--- src/hdl/pti_pkg.sv ---
// ----------------------------------------------------------------------------
// pti_pkg
// Types and constants shared by the page table insert core.
// ----------------------------------------------------------------------------
package pti_pkg;

	localparam int TABLE_PAGES_DEF = 16;
	localparam int ENTRIES_PER_TABLE = 512;
	localparam int IDX_W = 9;
	localparam int STEP_W = 4;
	localparam int LINK_W = 40;

	localparam int SHIFT_L0 = 39;
	localparam int SHIFT_L1 = 30;
	localparam int SHIFT_L2 = 21;
	localparam int SHIFT_L3 = 12;

	localparam logic [11:0] LINK_BITS = 12'h007;
	localparam logic [IDX_W-1:0] IDX_LAST = 9'h1FF;
	localparam logic [4:0] NP_STUCK = 5'd31;

	typedef enum logic [1:0] {
		ST_OK      = 2'd0,
		ST_NO_PAGE = 2'd1,
		ST_OUTSIDE = 2'd2
	} status_t;

	typedef enum logic [1:0] {
		CFG_BASE  = 2'd0,
		CFG_ROOT  = 2'd1,
		CFG_FIRST = 2'd2
	} cfg_idx_t;

	typedef enum logic [2:0] {
		WS_NONE  = 3'd0,
		WS_CLEAR = 3'd1,
		WS_LINK  = 3'd2,
		WS_ZERO  = 3'd3,
		WS_LEAF  = 3'd4
	} wsel_t;

	typedef enum logic [3:0] {
		C_NEVER    = 4'd0,
		C_ALWAYS   = 4'd1,
		C_START    = 4'd2,
		C_ROOT_BAD = 4'd3,
		C_PRESENT  = 4'd4,
		C_NP_BAD   = 4'd5,
		C_DEC_BAD  = 4'd6,
		C_ZERO_END = 4'd7,
		C_CLR_END  = 4'd8,
		C_LAST_LVL = 4'd9
	} cond_t;

	typedef struct packed {
		logic [47:0] virtual_address;
		logic [51:0] physical_address;
		logic [63:0] leaf_flags;
	} req_t;

	typedef struct packed {
		logic [1:0] status;
		logic [1:0] tables_created;
	} rsp_t;

	typedef struct packed {
		logic              idle;
		logic              done;
		logic              ld_req;
		logic              rd_en;
		wsel_t             wsel;
		logic              cnt_clr;
		logic              cnt_inc;
		logic              ld_root;
		logic              ld_page;
		logic              lvl_inc;
		logic              alloc;
		logic              st_set;
		status_t           st_val;
		cond_t             cond;
		logic              neg;
		logic [STEP_W-1:0] target;
	} ctl_t;

	typedef struct packed {
		logic root_bad;
		logic present;
		logic np_bad;
		logic dec_bad;
		logic zero_end;
		logic clr_end;
		logic last_lvl;
	} flg_t;

endpackage

--- src/hdl/pti_seq.sv ---
// ----------------------------------------------------------------------------
// pti_seq
// Microcode sequencer: step counter, control store and conditional jumps.
// ----------------------------------------------------------------------------
module pti_seq import pti_pkg::*; (
	input  logic clk,
	input  logic arst_n,
	input  logic start,
	input  flg_t flg,
	output ctl_t ctl
);

	localparam logic [STEP_W-1:0] S_CLR   = 4'd0;
	localparam logic [STEP_W-1:0] S_IDLE  = 4'd1;
	localparam logic [STEP_W-1:0] S_ROOT  = 4'd2;
	localparam logic [STEP_W-1:0] S_RD    = 4'd3;
	localparam logic [STEP_W-1:0] S_CHK   = 4'd4;
	localparam logic [STEP_W-1:0] S_NPCHK = 4'd5;
	localparam logic [STEP_W-1:0] S_LINK  = 4'd6;
	localparam logic [STEP_W-1:0] S_ZERO  = 4'd7;
	localparam logic [STEP_W-1:0] S_RDBK  = 4'd8;
	localparam logic [STEP_W-1:0] S_DEC   = 4'd9;
	localparam logic [STEP_W-1:0] S_NEXT  = 4'd10;
	localparam logic [STEP_W-1:0] S_LEAF  = 4'd11;
	localparam logic [STEP_W-1:0] S_FAIL1 = 4'd12;
	localparam logic [STEP_W-1:0] S_FAIL2 = 4'd13;
	localparam logic [STEP_W-1:0] S_DONE  = 4'd14;

	function automatic ctl_t ucode(input logic [STEP_W-1:0] step);
		ctl_t w;
		w = '0;
		case (step)
			S_CLR: begin
				w.wsel = WS_CLEAR; w.cnt_inc = 1'b1;
				w.cond = C_CLR_END; w.neg = 1'b1; w.target = S_CLR;
			end
			S_IDLE: begin
				w.idle = 1'b1; w.ld_req = 1'b1; w.cnt_clr = 1'b1;
				w.cond = C_START; w.neg = 1'b1; w.target = S_IDLE;
			end
			S_ROOT: begin
				w.ld_root = 1'b1; w.cond = C_ROOT_BAD; w.target = S_FAIL2;
			end
			S_RD: begin
				w.rd_en = 1'b1;
			end
			S_CHK: begin
				w.cond = C_PRESENT; w.target = S_DEC;
			end
			S_NPCHK: begin
				w.cond = C_NP_BAD; w.target = S_FAIL1;
			end
			S_LINK: begin
				w.wsel = WS_LINK; w.alloc = 1'b1; w.cnt_clr = 1'b1;
			end
			S_ZERO: begin
				w.wsel = WS_ZERO; w.cnt_inc = 1'b1;
				w.cond = C_ZERO_END; w.neg = 1'b1; w.target = S_ZERO;
			end
			S_RDBK: begin
				w.rd_en = 1'b1;
			end
			S_DEC: begin
				w.cond = C_DEC_BAD; w.target = S_FAIL2;
			end
			S_NEXT: begin
				w.ld_page = 1'b1; w.lvl_inc = 1'b1;
			end
			S_LEAF: begin
				w.cond = C_LAST_LVL; w.neg = 1'b1; w.target = S_RD;
			end
			S_FAIL1: begin
				w.st_set = 1'b1; w.st_val = ST_NO_PAGE;
				w.cond = C_ALWAYS; w.target = S_DONE;
			end
			S_FAIL2: begin
				w.st_set = 1'b1; w.st_val = ST_OUTSIDE;
			end
			S_DONE: begin
				w.done = 1'b1; w.cond = C_ALWAYS; w.target = S_IDLE;
			end
			default: begin
				w.cond = C_ALWAYS; w.target = S_IDLE;
			end
		endcase
		return w;
	endfunction

	logic [STEP_W-1:0] step_q;
	logic [STEP_W-1:0] leaf_step;
	logic              hit;

	// The leaf write shares its step with the level test: once the level
	// count reaches three the slot points at the leaf and the write is made.
	always_comb begin
		ctl = ucode(step_q);
		if (step_q == S_LEAF && flg.last_lvl) begin
			ctl.wsel   = WS_LEAF;
			ctl.cond   = C_ALWAYS;
			ctl.neg    = 1'b0;
			ctl.target = S_DONE;
		end
	end

	always_comb begin
		case (ctl.cond)
			C_ALWAYS:   hit = 1'b1;
			C_START:    hit = start;
			C_ROOT_BAD: hit = flg.root_bad;
			C_PRESENT:  hit = flg.present;
			C_NP_BAD:   hit = flg.np_bad;
			C_DEC_BAD:  hit = flg.dec_bad;
			C_ZERO_END: hit = flg.zero_end;
			C_CLR_END:  hit = flg.clr_end;
			C_LAST_LVL: hit = flg.last_lvl;
			default:    hit = 1'b0;
		endcase
	end

	assign leaf_step = (hit ^ ctl.neg) ? ctl.target : step_q + 4'd1;

	always_ff @(posedge clk or negedge arst_n) begin
		if (!arst_n) begin
			step_q <= S_CLR;
		end else begin
			step_q <= leaf_step;
		end
	end

endmodule

--- config.mk ---
export PLATFORM = sky130hd
export DESIGN_NAME = pti_seq
export DESIGN_NICKNAME = d
export VERILOG_FILES = /design/src/hdl/pti_pkg.sv /design/src/hdl/pti_seq.sv
export SDC_FILE = /design/constraint.sdc
export NUM_CORES = 1
export LEC_CHECK = 0
export ABC_AREA = 1
export BUFFER_PORTS_ARGS = -buffer_cell sky130_fd_sc_hd__buf_2
export CORE_MARGIN = 5
export CORE_UTILIZATION = 45
export CTS_CLUSTER_DIAMETER = 150
export CTS_CLUSTER_SIZE = 8
export DETAILED_ROUTE_END_ITERATION = 12
export GPL_ROUTABILITY_DRIVEN = 1
export PLACE_DENSITY = 0.77
export SLEW_MARGIN = 20
export SYNTH_ARGS = -nofsm -noshare
export SYNTH_HDL_FRONTEND = slang
export SYNTH_SLANG_ARGS = --single-unit
--- constraint.sdc ---
create_clock -name clk -period 2.1 [get_ports clk]
set_input_delay 0.21 -clock clk [delete_from_list [all_inputs] [get_ports clk]]
set_output_delay 0.21 -clock clk [all_outputs]
set_load 0.05 [all_outputs]
# ---- Word-level counts from Yosys, hierarchy flattened
# Index checks and enable logic that the tools add are counted.
dict set report word_totals {
  reg_bits 4
  in_bits 10
  output_inout_bits 25
  wordCells 52
}
dict set report op_classes {
  addsub 1
  n_eq_ne 23
  mux 17
  bitwise_logic 1
  reduce_logical 9
}
# operator n
set ops {}
lappend ops {{4-bit equality test, second input constant} 9}
lappend ops {{4-bit one-hot mux with 9 select lines} 1}
lappend ops {{4-bit by 3-bit equality test with 1-bit output, second input constant} 8}
lappend ops {{4-bit one-hot mux with 7 select lines} 1}
lappend ops {{4-bit by 2-bit equality test with 1-bit output, second input constant} 4}
lappend ops {{9-bit 2-to-1 mux} 1}
lappend ops {{1-bit one-hot mux with 9 select lines} 1}
lappend ops {{4-bit by 1-bit equality test with 1-bit output, second input constant} 2}
lappend ops {{1-bit 2-to-1 mux} 8}
lappend ops {{2-bit OR reduction} 4}
lappend ops {{2-bit one-hot mux with 3 select lines} 1}
lappend ops {{3-bit one-hot mux with 2 select lines} 1}
lappend ops {{6-bit OR reduction} 1}
lappend ops {{5-bit OR reduction} 1}
lappend ops {{4-bit by 1-bit adder with 4-bit output, second input constant} 1}
lappend ops {{4-bit logical NOT} 1}
lappend ops {{4-bit 2-to-1 mux} 1}
lappend ops {{4-bit OR reduction} 1}
lappend ops {{3-bit 2-to-1 mux} 1}
lappend ops {{2-bit 2-to-1 mux} 1}
lappend ops {{1-bit logical AND} 1}
lappend ops {{1-bit bitwise XOR} 1}

# ---- Longest topological paths before layout
dict set report logic_depth {
  ltp_word 8
  ltp_mapped 15
}

# ---- Worst setup path before layout
# Ideal clock, no wire load.
dict set report synth_timing {
  kind {reg-to-reg}
  from {reg step_q[0]}
  to {reg step_q[0]}
  setup_time_ns 0.120
  arrival_time_ns 2.428
  slack_ns -0.448
  path_stages_with_launch 11
  path_buffers 0
  period_less_slack_ns 2.548
  path_cell_list {dfrtp_1 -> inv_1 -> ha_1 -> inv_1 -> nor2_1 -> nor3_2 -> nand3_1 -> nor3b_1 -> a21oi_1 -> nand3_1 -> nand2_1}
}
# element line_no
set synth_lines {}
lappend synth_lines {{from (decl)} pti_seq.sv:89} ;# logic [STEP_W-1:0] step_q;
lappend synth_lines {{from (signal assigned)} pti_seq.sv:126} ;# step_q <= leaf_step;

==> metrics.md <==
| Metric | Value |
|---|---|
| DR WL/cell | `12.9 µm` |
| Total clock buffers created by CTS | `3` |
| Yosys warnings | `0` |
| Clk buf depth | `2` |
| N_diodes | `0` |
| Worst Clk Skew | `0.00368 ns` |
| Gp weighted congestion | `about 0.9` |
| Critical Path Source Type | `register` |
| CTS tree | `built` |
| Unrepaired setup endpoints after global routing | `yes` |
| Vias in the first global route | `890` |
| Detailed-route DRC error count | `0` |
| Initial DRC count | `26` |
| Post-DRT Antenna Nets | `0` |
| Worst-margin pin slew | `between 0.3 and 0.4 ns` |
| Period minus WS final | `between 2 and 2.5 ns` |
| Crit path max fanout | `6` |
| Area of the mapped netlist | `757 µm²` |
| Clock slew at reported path FFs | `0.04 ns` |
| Synthesized flop and latch total | `4` |
| Die span in x | `51.0 µm` |
| XOR/XNOR Fraction of Synth Area | `0.0116` |
| Root Buffer | `clkbuf_4` |
| Run status | `finished, final reports clean` |
| Layout area overhead | `51.6%` |
| WS Path Type | `register to output pin` |
| Wire length of the first global-routing pass | `between 3 and 4 mm` |
| Post-synthesis compound-gate area fraction | `0.0628` |
| Number of flip-flops in the largest register | `4` |
| Slew Limit Fails | `0` |
| FMAX | `482 MHz` |
| Synth unique cells | `24` |
| HP Class | `input pin to async pin` |
| Slew Limit Headroom | `0.731` |
| Starting Density | `0.486` |
| Reg-to-reg setup timing slack | `0.09 ns` |
| Post-Synthesis Cells | `130` |
| Rows | `14` |
| Clk_lat worst skew | `approximately 0.23 ns` |
| Share of cells above drive strength 1 | `0.518` |
| Die height | `51.0 µm` |
| Mapped Avg Cell Area | `5.82 µm²` |
| Tcrit/Tclk final | `0.987` |
| Final wirelength | `2.41 mm` |
| Maxcap violations | `0` |
| Setup violations, final | `0` |
| CP Data Arrival Time | `between 1.5 and 2 ns` |
| Largest family of logic cells by synthesized area | `simple AND/OR/NAND/NOR gates` |
| Endpoint type of the worst setup path | `output pin` |
| GRT Total Usage | `0.180` |
| Adder and majority cell fraction of the synthesized area | `0.0661` |
| Commonest non-fill, non-tap cells in the layout | `nand2_1 (31), buf_2 (31), nand3_1 (19), inv_1 (12), inv_2 (11)` |
| HPWL after detailed placement | `around 1.8 mm` |
| Ports | `35` |
| Nets | `186` |
| Sink Count | `4` |
| Top flop regs | `step_q x4` |
| Router iterations before antenna repair | `4` |
| Post-synthesis sequential area ratio | `0.132` |
| Cells on worst reg2reg path | `12` |
| Via density | `just over 5` |
| Final number of hold-violating endpoints | `0` |
| FF-to-FF Start | `step_q[1]` |
| Synthesized-area fraction occupied by and/or/nand/nor cells | `0.574` |
| Mux cell area share after synthesis | `0` |
| Required time of the worst setup path | `1.89 ns` |
| Mapped Nets | `~140` |
| Critical Path Start | `step_q[1]` |
| Setup tns final | `0 ns` |
| Biggest register | `step_q` |
| Initial antenna violation count | `0` |
| Port Buffers | `34` |
| Largest net degree at the start of global routing | `11` |
| Worst R2R End | `step_q[0]` |
| Via count | `957` |
| Die Area | `~0.0026 mm²` |
| H-tree depth | `1` |
| Core Footprint | `0.00156 mm²` |
| Remaining Overflow, GRT | `0` |
cells by family after synthesis:
logic type / count (synthesis)
and+or+nand+nor: 85
buffers and inverters: 28
AOI/OAI and AO/OA: 8
adders and majority gates: 4
DFF: 4
xor gates and xnor gates: 1
synthesized netlist by cell type:
cell type   n  share of area
nand2_1    32           0.16
nand3_1    20           0.13
inv_1      17          0.084
nor2_1     10          0.050
inv_2       8          0.040
nand2_2     8          0.066
dfrtp_1     4           0.13
ha_1        4          0.066
o21ai_0     4          0.026
buf_4       3          0.030
nand3_2     3          0.040
nand2_4     2          0.030
nand4_1     2          0.017
nor2_2      2          0.017
o21ai_2     2          0.023
a21oi_1     1         0.0066
and3_1      1         0.0083
nand3b_1    1         0.0099
nor2_4      1          0.015
nor3_2      1          0.013
nor3b_1     1         0.0099
o21ai_1     1         0.0066
or2_0       1         0.0083
xor2_1      1          0.012
routing by layer:
layer,GRT usage,routed length (µm),vias up
met4,0.0852,51,0
met2,0.303,1100,40
met5,0,0,-
li1,-,-,488
met3,0.0233,158,6
met1,0.227,1100,423
worst max-delay path by stage:
stage | endpoint | slack, ns | depth (start not counted)
after floorplan | step_q[2] | 0.02 | 8
after global placement | ctl[0] | 0.04 | 9
after detailed placement | ctl[0] | 0.03 | 9
after CTS | ctl[0] | -0.05 | 9
after global routing | ctl[0] | -0.07 | 9
final | ctl[0] | 0.03 | 7
through the flow:
| stage | instances | util | cell area [µm²] | setup WS [ns] | hold WS, ns |
|---|---|---|---|---|---|
| after floorplan | 130 | - | 798 | 0.0169 | -0.0856 |
| after global placement | 177 | 0.620 | 966 | 0.0369 | 0.0139 |
| after CTS | 181 | 0.657 | 1020 | -0.0461 | 0.301 |
| after detailed placement | 177 | 0.620 | 966 | 0.0278 | 0.0156 |
| after global routing | 186 | 0.736 | 1150 | -0.0747 | 0.355 |
| final | 186 | 0.736 | 1150 | 0.0264 | 0.330 |
worst max-delay path: stages (launching register included):
cell	delay, ns
dfrtp_2	0.40
inv_2	0.08
ha_4	0.19
o21ai_0	0.35
nand3_1	0.11
nor3b_2	0.19
a21oi_4	0.14
buf_6	0.17
final cells by class:
cell class                 count  area (µm²)
tap                           16        20.0
timing repair buffer          40         245
sequential                     4         105
clock buffer                   3        22.5
multi-input combinational     98         653
inverter                      25         101
fill                         141         412
what timing repair did:
item	in CTS	in global routing
pin swaps	0	5
hold buffers	1	0
setup buffers	0	5
gates resized for setup	8	18
endpoints found under the setup margin	3	7
endpoints found under the hold margin	4	0
Power is left out: the tool's default activity adds up to more than one toggle a clock period on the data nets, which glitch-free logic cannot reach.
